$ cat src/design/sws_pkg.sv
// shared types and constants for the shell word splitter
// no dependencies; imported by sws_parser, sws_queue and shell_word_splitter
`timescale 1ns / 1ps
`default_nettype none

package sws_pkg;

    // bytes with a special meaning to the parser
    localparam logic [7:0] CH_NUL       = 8'h00;
    localparam logic [7:0] CH_TAB       = 8'h09;
    localparam logic [7:0] CH_NL        = 8'h0A;
    localparam logic [7:0] CH_SPACE     = 8'h20;
    localparam logic [7:0] CH_DQUOTE    = 8'h22;
    localparam logic [7:0] CH_HASH      = 8'h23;
    localparam logic [7:0] CH_DOLLAR    = 8'h24;
    localparam logic [7:0] CH_SQUOTE    = 8'h27;
    localparam logic [7:0] CH_BACKSLASH = 8'h5C;
    localparam logic [7:0] CH_BACKTICK  = 8'h60;

    // quoting states
    localparam logic [2:0] ST_DELIM      = 3'd0;
    localparam logic [2:0] ST_BSLASH     = 3'd1;
    localparam logic [2:0] ST_UNQ        = 3'd2;
    localparam logic [2:0] ST_UNQ_BSLASH = 3'd3;
    localparam logic [2:0] ST_SQ         = 3'd4;
    localparam logic [2:0] ST_DQ         = 3'd5;
    localparam logic [2:0] ST_DQ_BSLASH  = 3'd6;
    localparam logic [2:0] ST_COMMENT    = 3'd7;

    // record kinds
    localparam logic [1:0] K_CHAR = 2'd0;
    localparam logic [1:0] K_EOW  = 2'd1;
    localparam logic [1:0] K_EOC  = 2'd2;
    localparam logic [1:0] K_ERR  = 2'd3;

    // one byte gives at most this many records
    localparam int MAX_RECS = 3;

    typedef struct packed {
        logic [1:0] kind;
        logic [7:0] ch;
        logic       last;
    } record_t;

    // records produced by one byte, valid in slots below count
    typedef struct packed {
        logic [1:0]              count;
        record_t [MAX_RECS-1:0] rec;
    } rec_group_t;

    function automatic record_t mk_rec(input logic [1:0] kind, input logic [7:0] ch);
        record_t r;
        r.kind = kind;
        r.ch   = (kind == K_CHAR) ? ch : 8'h00;
        r.last = 1'b0;
        return r;
    endfunction

endpackage

`default_nettype wire

$ cat src/design/sws_parser.sv
// quoting state machine: turns one byte into up to three records
// depends on sws_pkg
`timescale 1ns / 1ps
`default_nettype none

module sws_parser (
    input  wire logic               clk,
    input  wire logic               rst_n,
    input  wire logic               step,
    input  wire logic [7:0]         ch,
    output sws_pkg::rec_group_t     group
);
    import sws_pkg::*;

    logic [2:0]  state_reg;
    logic [2:0]  state_next;
    logic        word_open_reg;
    logic        word_open_next;
    rec_group_t  grp;
    logic        done;
    logic        blank;

    assign blank = ch inside {CH_TAB, CH_SPACE, CH_NL};

    always_comb
    begin
        state_next     = state_reg;
        word_open_next = word_open_reg;
        done           = 1'b0;
        grp            = '0;
        case (state_reg)
            ST_DELIM, ST_COMMENT:
            begin
                if (ch == CH_NUL)
                begin
                    if (word_open_reg)
                    begin
                        grp.rec[0] = mk_rec(K_EOW, 8'h00);
                        grp.rec[1] = mk_rec(K_EOC, 8'h00);
                        grp.count  = 2'd2;
                    end
                    else
                    begin
                        grp.rec[0] = mk_rec(K_EOC, 8'h00);
                        grp.count  = 2'd1;
                    end
                    done = 1'b1;
                end
                else if (state_reg == ST_COMMENT)
                begin
                    // newline ends the comment but leaves an open word open
                    if (ch == CH_NL)
                        state_next = ST_DELIM;
                end
                else if (ch == CH_SQUOTE)
                    state_next = ST_SQ;
                else if (ch == CH_DQUOTE)
                    state_next = ST_DQ;
                else if (ch == CH_BACKSLASH)
                    state_next = ST_BSLASH;
                else if (blank)
                    state_next = ST_DELIM;
                else if (ch == CH_HASH)
                    state_next = ST_COMMENT;
                else
                begin
                    grp.rec[0]     = mk_rec(K_CHAR, ch);
                    grp.count      = 2'd1;
                    word_open_next = 1'b1;
                    state_next     = ST_UNQ;
                end
            end
            ST_BSLASH, ST_UNQ_BSLASH:
            begin
                if (ch == CH_NUL)
                begin
                    // trailing backslash is kept as a character
                    grp.rec[0] = mk_rec(K_CHAR, CH_BACKSLASH);
                    grp.rec[1] = mk_rec(K_EOW, 8'h00);
                    grp.rec[2] = mk_rec(K_EOC, 8'h00);
                    grp.count  = 2'd3;
                    done       = 1'b1;
                end
                else if (ch == CH_NL)
                    state_next = (state_reg == ST_BSLASH) ? ST_DELIM : ST_UNQ;
                else
                begin
                    grp.rec[0]     = mk_rec(K_CHAR, ch);
                    grp.count      = 2'd1;
                    word_open_next = 1'b1;
                    state_next     = ST_UNQ;
                end
            end
            ST_UNQ:
            begin
                if (ch == CH_NUL)
                begin
                    grp.rec[0] = mk_rec(K_EOW, 8'h00);
                    grp.rec[1] = mk_rec(K_EOC, 8'h00);
                    grp.count  = 2'd2;
                    done       = 1'b1;
                end
                else if (ch == CH_SQUOTE)
                    state_next = ST_SQ;
                else if (ch == CH_DQUOTE)
                    state_next = ST_DQ;
                else if (ch == CH_BACKSLASH)
                    state_next = ST_UNQ_BSLASH;
                else if (blank)
                begin
                    grp.rec[0]     = mk_rec(K_EOW, 8'h00);
                    grp.count      = 2'd1;
                    word_open_next = 1'b0;
                    state_next     = ST_DELIM;
                end
                else if (ch == CH_HASH)
                    state_next = ST_COMMENT;
                else
                begin
                    grp.rec[0]     = mk_rec(K_CHAR, ch);
                    grp.count      = 2'd1;
                    word_open_next = 1'b1;
                end
            end
            ST_SQ:
            begin
                if (ch == CH_NUL)
                begin
                    grp.rec[0] = mk_rec(K_ERR, 8'h00);
                    grp.count  = 2'd1;
                    done       = 1'b1;
                end
                else if (ch == CH_SQUOTE)
                    state_next = ST_UNQ;
                else
                begin
                    grp.rec[0]     = mk_rec(K_CHAR, ch);
                    grp.count      = 2'd1;
                    word_open_next = 1'b1;
                end
            end
            ST_DQ:
            begin
                if (ch == CH_NUL)
                begin
                    grp.rec[0] = mk_rec(K_ERR, 8'h00);
                    grp.count  = 2'd1;
                    done       = 1'b1;
                end
                else if (ch == CH_DQUOTE)
                    state_next = ST_UNQ;
                else if (ch == CH_BACKSLASH)
                    state_next = ST_DQ_BSLASH;
                else
                begin
                    grp.rec[0]     = mk_rec(K_CHAR, ch);
                    grp.count      = 2'd1;
                    word_open_next = 1'b1;
                end
            end
            default:
            begin
                // backslash inside double quotes
                if (ch == CH_NUL)
                begin
                    grp.rec[0] = mk_rec(K_ERR, 8'h00);
                    grp.count  = 2'd1;
                    done       = 1'b1;
                end
                else if (ch == CH_NL)
                    state_next = ST_DQ;
                else if (ch inside {CH_DOLLAR, CH_BACKTICK, CH_DQUOTE, CH_BACKSLASH})
                begin
                    grp.rec[0]     = mk_rec(K_CHAR, ch);
                    grp.count      = 2'd1;
                    word_open_next = 1'b1;
                    state_next     = ST_DQ;
                end
                else
                begin
                    grp.rec[0]     = mk_rec(K_CHAR, CH_BACKSLASH);
                    grp.rec[1]     = mk_rec(K_CHAR, ch);
                    grp.count      = 2'd2;
                    word_open_next = 1'b1;
                    state_next     = ST_DQ;
                end
            end
        endcase

        if (done)
        begin
            state_next     = ST_DELIM;
            word_open_next = 1'b0;
        end

        case (grp.count)
            2'd1:    grp.rec[0].last = 1'b1;
            2'd2:    grp.rec[1].last = 1'b1;
            2'd3:    grp.rec[2].last = 1'b1;
            default: ;
        endcase
    end

    assign group = grp;

    always_ff @(posedge clk or negedge rst_n)
    begin
        if (!rst_n)
        begin
            state_reg     <= ST_DELIM;
            word_open_reg <= 1'b0;
        end
        else if (step)
        begin
            state_reg     <= state_next;
            word_open_reg <= word_open_next;
        end
    end

endmodule

`default_nettype wire

$ cat src/design/sws_queue.sv
// four-entry result queue: takes up to three records at once, gives one a cycle while pop is high
// depends on sws_pkg
`timescale 1ns / 1ps
`default_nettype none

module sws_queue (
    input  wire logic                clk,
    input  wire logic                rst_n,
    input  wire logic                push,
    input  wire sws_pkg::rec_group_t group,
    input  wire logic                pop,
    output sws_pkg::record_t         head,
    output logic                     not_empty,
    output logic                     room
);
    import sws_pkg::*;

    localparam int DEPTH = 4;

    record_t     mem_reg [DEPTH];
    logic [1:0]  wr_ptr_reg;
    logic [1:0]  wr_ptr_next;
    logic [1:0]  rd_ptr_reg;
    logic [1:0]  rd_ptr_next;
    logic [2:0]  count_reg;
    logic [2:0]  count_next;
    logic [2:0]  count_after_pop;
    logic [1:0]  push_n;
    logic        do_pop;

    assign do_pop          = pop && (count_reg != 3'd0);
    assign push_n          = push ? group.count : 2'd0;
    assign count_after_pop = count_reg - {2'b00, do_pop};
    // a byte may need three slots
    assign room            = (count_after_pop <= 3'd1);
    assign count_next      = count_after_pop + {1'b0, push_n};
    assign wr_ptr_next     = wr_ptr_reg + push_n;
    assign rd_ptr_next     = rd_ptr_reg + {1'b0, do_pop};

    assign head      = mem_reg[rd_ptr_reg];
    assign not_empty = (count_reg != 3'd0);

    always_ff @(posedge clk)
    begin
        for (int i = 0; i < MAX_RECS; i++)
        begin
            if (2'(i) < push_n)
                mem_reg[wr_ptr_reg + 2'(i)] <= group.rec[i];
        end
    end

    always_ff @(posedge clk or negedge rst_n)
    begin
        if (!rst_n)
        begin
            wr_ptr_reg <= 2'd0;
            rd_ptr_reg <= 2'd0;
            count_reg  <= 3'd0;
        end
        else
        begin
            wr_ptr_reg <= wr_ptr_next;
            rd_ptr_reg <= rd_ptr_next;
            count_reg  <= count_next;
        end
    end

endmodule

`default_nettype wire

$ cat src/design/shell_word_splitter.sv
// shell word splitter: one command byte a request in, word records out
// an accepted byte is registered, then parsed and its records written into the result queue
// throughput: one byte per cycle while each byte gives at most one record and the
//   receiver does not stall; bytes giving two or three records may hold the input
//   while the four-entry result queue drains one record a cycle
// reset: asynchronous, active low; delimiter state, no word open, queue empty
`timescale 1ns / 1ps
`default_nettype none

module shell_word_splitter (
    input  wire logic       clk,
    input  wire logic       rst_n,
    input  wire logic       char_valid,
    output logic            char_stall,
    input  wire logic [7:0] char_in,
    output logic            rec_valid,
    input  wire logic       rec_stall,
    output logic [1:0]      record_kind,
    output logic [7:0]      char_out,
    output logic            last_of_run
);
    import sws_pkg::*;

    logic        in_valid_reg;
    logic [7:0]  char_reg;
    logic        room;
    logic        move;
    rec_group_t  group;
    record_t     head;

    // the held byte is parsed when the queue has room for three records, the most one byte gives
    assign move       = in_valid_reg && room;
    assign char_stall = in_valid_reg && !room;

    always_ff @(posedge clk or negedge rst_n)
    begin
        if (!rst_n)
            in_valid_reg <= 1'b0;
        else if (!char_stall)
            in_valid_reg <= char_valid;
    end

    always_ff @(posedge clk)
    begin
        if (char_valid && !char_stall)
            char_reg <= char_in;
    end

    sws_parser u_parser (
        .clk   (clk),
        .rst_n (rst_n),
        .step  (move),
        .ch    (char_reg),
        .group (group)
    );

    sws_queue u_queue (
        .clk       (clk),
        .rst_n     (rst_n),
        .push      (move),
        .group     (group),
        .pop       (!rec_stall),
        .head      (head),
        .not_empty (rec_valid),
        .room      (room)
    );

    assign record_kind = head.kind;
    assign char_out    = head.ch;
    assign last_of_run = head.last;

endmodule

`default_nettype wire

$ cat config.mk
export PLATFORM = sky130hd
export DESIGN_NAME = shell_word_splitter
export DESIGN_NICKNAME = d
export VERILOG_FILES = /design/src/design/sws_pkg.sv /design/src/design/sws_parser.sv /design/src/design/sws_queue.sv /design/src/design/shell_word_splitter.sv
export SDC_FILE = /design/constraint.sdc
export NUM_CORES = 1
export LEC_CHECK = 0
export ABC_AREA = 1
export BUFFER_PORTS_ARGS = -buffer_cell sky130_fd_sc_hd__buf_2
export CAP_MARGIN = 40
export CORE_MARGIN = 1.5
export CORE_UTILIZATION = 54
export CTS_BUF_LIST = sky130_fd_sc_hd__clkbuf_4 sky130_fd_sc_hd__clkbuf_8 sky130_fd_sc_hd__clkbuf_16
export DETAILED_ROUTE_END_ITERATION = 12
export GPL_TIMING_DRIVEN = 0
export PLACE_DENSITY_LB_ADDON = 0.25
export SLEW_MARGIN = 20
export SYNTH_ARGS = -nofsm -noshare
export SYNTH_HDL_FRONTEND = slang
export SYNTH_SLANG_ARGS = --single-unit
$ cat constraint.sdc
create_clock -name clk -period 2.8 [get_ports clk]
set_input_delay 0.42 -clock clk [delete_from_list [all_inputs] [get_ports clk]]
set_output_delay 0.42 -clock clk [all_outputs]
set_load 0.02 [all_outputs]
Word level (Yosys, flattened, before mapping)
Memories as Yosys holds them, arrays and structs flattened. Index checks and enable logic that the tools add are counted.

Flip-flop bits (word level): 20. Bits in latches: 0. Memories: 1. Word-level logic and storage cells: 183. Memory bits (writable): 44. Input port bits: 12. Memory bits (read-only): 0. Output and inout port bits: 13.

Memories: u_queue.mem_reg (words 4, width 11, read ports 1, clocked after Yosys merged registers in 0, write ports 3, RTL line sws_queue.sv:20) `record_t mem_reg [DEPTH];`.

$mul: 0. Shifts and indexed selects: 0. Div/mod/pow operators: 0. $add $sub $neg: 6. Bitwise gates (word level): 0. Muxes and demuxes: 113. Eq/ne operators: 35. $lt $le $gt $ge: 4. Reductions and logical operators: 17.

Operators by type and width (number): $mux W11 (22); $mux W3 (23); $pmux W11 S5 (1); $mux W9 (6); $pmux W11 S4 (1); $eq A8 B6 Y1 const B (5); $mux W2 (20); $mux W1 (35); $mux W22 (1); $mux W20 (1); $ne A3 B2 Y1 const B (6); $eq A8 B4 Y1 const B (2); $eq A8 B7 Y1 const B (2); $ne A3 B3 Y1 const B (5); $pmux W3 S5 (1); $reduce_and A14 Y1 (1); $pmux W2 S5 (1); $eq A3 B3 Y1 const B (3); $logic_not A8 Y1 (1); $ne A7 B1 Y1 const B (1); $eq A3 B2 Y1 const B (2); $ne A6 B5 Y1 const B (1); $reduce_and A6 Y1 (1); $reduce_bool A3 Y1 (2); other kinds (22) (31).

Longest topological paths before layout
Depth in word-level cells: 13. Gate-level depth with buffers: 18. Gate-level depth less buffers: 17.

Modules after synthesis
A second synthesis with hierarchy kept.

Cells, all modules: 697. Area, all modules: 4890.9 µm².

Modules (own cells, without submodules): sws_queue (cells an instance 429, instances 1, sequential area each 1496.4 µm², area an instance 3206.8 µm²); sws_parser (cells an instance 250, instances 1, sequential area each 100.1 µm², area an instance 1375.1 µm²); shell_word_splitter (cells an instance 18, instances 1, sequential area each 265.3 µm², area an instance 309.0 µm²).

Worst setup path before layout
Ideal clock, no wire load.

Path kind: reg2reg. From: register u_queue.count_reg[2]. To: register u_queue.count_reg[2]. Data required time: 2.664 ns. Library setup time: 0.136 ns. Clock period less this slack: 2.509 ns. Cell stages (with the launch flop): 14. Slack: 0.291 ns. Arrival time: 2.374 ns. Path buffers: 0. Cell sequence: dfrtp_1 > inv_1 > a31oi_1 > ha_1 > ha_1 > xnor2_1 > nand3_1 > inv_1 > nand2_2 > inv_1 > ha_1 > inv_1 > fa_1 > xor2_1.

Word-level cells in the longest chain between the ends: 7.

Ends and longest elaborated chain: from (decl) (RTL line sws_queue.sv:25) `logic [2:0] count_reg;`; from (signal assigned) (RTL line sws_queue.sv:64) `count_reg <= count_next;`; $reduce_bool A3 Y1 (RTL line sws_queue.sv:31) `assign do_pop = pop && (count_reg != 3'd0);`; $logic_and A1 B1 Y1 (RTL line sws_queue.sv:31); $sub A3 B1 Y3 * (RTL line sws_queue.sv:33) `assign count_after_pop = count_reg - {2'b00, do_pop};`; $le A3 B1 Y1 (RTL line sws_queue.sv:35) `assign room = (count_after_pop <= 3'd1);`; $logic_and A1 B1 Y1 (RTL line shell_word_splitter.sv:32) `assign move = in_valid_reg && room;`; $mux W2 (RTL line sws_queue.sv:32) `assign push_n = push ? group.count : 2'd0;`; $add A3 B2 Y3 * (RTL line sws_queue.sv:36) `assign count_next = count_after_pop + {1'b0, push_n};`; via u_queue.count_next[2] (RTL line sws_queue.sv:26) `logic [2:0] count_next;`.

Mark *: on every way through the listed nets, which the timed path passes. The rest lies on a longest branch. A chain may end at the register's enable or synchronous reset.

Worst setup path in the final report
From: register char_reg[1]. To: register u_queue.count_reg[2].

Word-level cells in the longest chain between the ends: 11. Elaborated cells on any way between the ends: 37. Those cells by class: add/sub: 1; eq/ne: 9; mux: 24; reduce/logical: 3.

Ends and longest elaborated chain: from (decl) (RTL line shell_word_splitter.sv:25) `logic [7:0] char_reg;`; from (signal assigned) (RTL line shell_word_splitter.sv:46) `char_reg <= char_in;`; $eq A8 B4 Y1 (tied with other cells) (RTL line sws_parser.sv:23) `assign blank = ch inside {CH_TAB, CH_SPACE, CH_NL};`; $reduce_bool A3 Y1 / $mux W1 (equally long branches) (RTL line sws_parser.sv:23, sws_parser.sv:63, sws_parser.sv:116); $mux W2 (RTL line sws_parser.sv:61) `else if (blank)`; $mux W2 (RTL line sws_parser.sv:59) `else if (ch == CH_BACKSLASH)`; $mux W2 (RTL line sws_parser.sv:57) `else if (ch == CH_DQUOTE)`; $mux W2 (RTL line sws_parser.sv:55) `else if (ch == CH_SQUOTE)`; $mux W2 (RTL line sws_parser.sv:49) `else if (state_reg == ST_COMMENT)`; $mux W2 (RTL line sws_parser.sv:34) `if (ch == CH_NUL)`; $pmux W2 S5 * (RTL line sws_parser.sv:31) `case (state_reg)`; $mux W2 * (RTL line sws_queue.sv:32); $add A3 B2 Y3 * (RTL line sws_queue.sv:36); via u_queue.count_next[2] (RTL line sws_queue.sv:26).

Marked as above.

==> flow_metrics.env <==
export IMPL_outcome="complete, no violations"
export IMPL_fp_row_count=31
export IMPL_preCtsSetupSlack_ps=-170
export IMPL_holdWs_ps=239
export IMPL_path_max_fanout=6
export IMPL_grt_use_total=0.300
export IMPL_highest_layer="met4"
export IMPL_clockBufferDepth=2
export IMPL_num_antenna_cells=0
export IMPL_hold_viol_final=0
export IMPL_routedWlPerCell_microns=15.6
export IMPL_synthTopCellsByArea="dfxtp_1 (18%), nand2_1 (15%), edfxtp_1 (12%), dfrtp_1 (7.3%), o21ai_0 (7.2%)"
export IMPL_die_w_microns=90.3
export IMPL_die_h_microns=90.3
export IMPL_dieArea_sq_um=8150
export IMPL_setup_violations_final=0
export IMPL_routed_wirelength_microns=11500
export IMPL_antenna_found_initial=0
export IMPL_synth_top_area_frac=0.175
export IMPL_drt_iter0_markers=241
export IMPL_cp_data_arrival_time_ps=2900
export IMPL_timing_fmax_mhz=374
export IMPL_syn2layout_area_growth_pct=13.2
export IMPL_yosysSeqAreaShare=0.365
export IMPL_synth_cell_types=41
export IMPL_cts_root_buf="clkbuf_8"
export IMPL_worst_slew_pin_slew_ps=740
export IMPL_syn_inst=592
export IMPL_start_util=0.561
export IMPL_multiInputGateArea_sq_um=2300
export IMPL_synth_edf_count=16
export IMPL_portBuffers=24
export IMPL_hpwl_microns=8730
export IMPL_worst_endpoint_required_ps=3030
export IMPL_dr_pass1_iters=5
export IMPL_skew_ps=11.0
export IMPL_largest_reg_flops=44
export IMPL_drv_slew=0
export IMPL_ys_ff_latch=64
export IMPL_worst_slack_ps=129
export IMPL_ios=25
export IMPL_vdd_drop_max_mv=0.551
export IMPL_syn_num_nets=610
export IMPL_syn_area_sq_um=4120
export IMPL_critPathKind="reg -> reg"
export IMPL_drive_gt1_frac=0.176
export IMPL_rsz0062_at_grt="true"
export IMPL_vias_per_cell=5.59
export IMPL_end_kind="register"
export IMPL_fin_nets=654
export IMPL_avgSynthCellArea_sq_um=6.95
export IMPL_cp_start_kind="register"
export IMPL_stdcell_count=740
export IMPL_cts_tree="yes"
export IMPL_cts_reportedPaths_clkPinSlew_ps=80
export IMPL_gp_congestion=0.949
export IMPL_synth_top_cell_by_area="dfxtp_1"
export IMPL_period_minus_slack_ps=2670
export IMPL_dr_wl_met2_microns=5480
export IMPL_cts_sinks=64
export IMPL_grt_overflow_total=0
export IMPL_wl_met3_microns=580
export IMPL_clock_latency_ps=350
export IMPL_maxCapViolations=0
export IMPL_met1_length_microns=4960
export IMPL_yosysWarnings=0
export IMPL_first_global_vias=4102
export IMPL_hold_path_class="in -> reg"
export IMPL_grt_first_pass_wirelength_microns=19400
export IMPL_seqCellArea_sq_um=1500
export IMPL_antenna_left=0
export IMPL_vias=4137
export IMPL_fillers=708
export IMPL_drc_errors=0
export IMPL_min_path_cells=1
export IMPL_fin_crit_sh=0.954
export IMPL_reg2reg_depth=15
export IMPL_async_flop_share=0.188
export IMPL_synthFlopType="dfxtp_1"
export IMPL_slew_headroom=0.502
export IMPL_core_area_sq_um=7330
export IMPL_cts_max_level=3
export IMPL_cts_buffers=9
export IMPL_fin_setup_tns_ps=0
export IMPL_finish_utilization=0.636
export IMPL_r2r_setup_slack_ps=130
export IMPL_p_leak_nw=2.38
export IMPL_grt_max_degree=13
export IMPL_cellPowerDensity_nw_per_um2=1190
export IMPL_dp_cells=715
## placed cells by master (no fill, tap or decap), drive strengths merged, types with 16 or more instances in the layout
cell type | synthesis | routed
inv | 71 | 73
a21oi | 21 | 21
edfxtp | 16 | 16
nand3 | 32 | 32
nand2 | 179 | 179
nor2 | 84 | 84
o21ai | 64 | 64
buf | 8 | 40
dfxtp | 36 | 36
clkbuf | 6 | 18
## final timing paths
check,to,start
worst max-delay path,u_queue.count_reg[2],char_reg[1]
worst min-delay path,char_reg[0],char_in[0]
worst max register to register,u_queue.count_reg[2],char_reg[1]
worst min register to register,u_queue.mem_reg[3][9],u_queue.mem_reg[3][9]
max in group asynchronous,u_queue.wr_ptr_reg[1],rst_n
min in group asynchronous,u_parser.state_reg[2],rst_n
## stage by stage
step                      instance area [sq um]  total power, mW
final                                      4660             5.54
after global placement                     4360             4.49
after global routing                       4660             6.01
after detailed placement                   4360             4.59
after floorplan                            4120             3.78
after CTS                                  4580             5.43
## synth_stat cells, types with 9 or more instances
cell type,count
inv_2,19
dfrtp_1,12
o21ai_0,59
dfxtp_1,36
nand3_1,28
nor2_1,70
nand3b_1,9
inv_1,52
a21oi_1,21
o211ai_1,9
nand2_4,12
o22ai_1,13
nand2_1,165
edfxtp_1,16
## cell type report
| class | count | area share |
|---|---|---|
| multi-input cells | 443 | 0.493 |
| flip-flops and latches | 64 | 0.322 |
| inverters | 71 | 0.0577 |
| repair buffers | 33 | 0.0408 |
| clock buffers | 12 | 0.0379 |
| well taps | 99 | 0.0266 |
| plain buffers | 14 | 0.0169 |
| clock inverters | 4 | 0.00483 |
## metal layers
layer  GRT usage  up-vias
met1       0.369     1912
met4       0.155        0
li1            -     2028
met3      0.0488       40
met2       0.507      157
met5           0        -
## power breakdown
| part | switching, mW | leakage, nW | internal [mW] |
|---|---|---|---|
| Sequential | 0.229 | 0.587 | 1.37 |
| Combinational | 2.10 | 1.69 | 1.04 |
| Clock | 0.383 | 0.108 | 0.422 |
| Total | 2.71 | 2.38 | 2.83 |
## cell families after synthesis
kind of cell	share of synthesized area
XOR/XNOR	0.0106
flip-flops	0.365
buffers and inverters	0.0839
adder cells (fa/ha/maj)	0.0201
AO/OA/AOI/OAI	0.153
AND/OR/NAND/NOR	0.368
## critical path: stages (launching register included)
cell      delay (ps)
edfxtp_1         470
nor2_2           210
inv_2             40
nor2_1           120
nand2_1          160
nand2_2          140
inv_2             80
nand3_1          140
o21ai_1           90
nand3_2          170
nand2_2           90
inv_1            100
ha_1             160
inv_1             50
fa_1             370
xor2_1           170
## timing repair
action                                  in CTS  in global routing
hold buffers                                 1                  0
gates resized for setup                      3                  5
endpoints found under the setup margin      12                 10
pin swaps                                    0                  3
setup buffers                                0                  7
endpoints found under the hold margin       12                  0
Power figures use the tool's default switching activity.
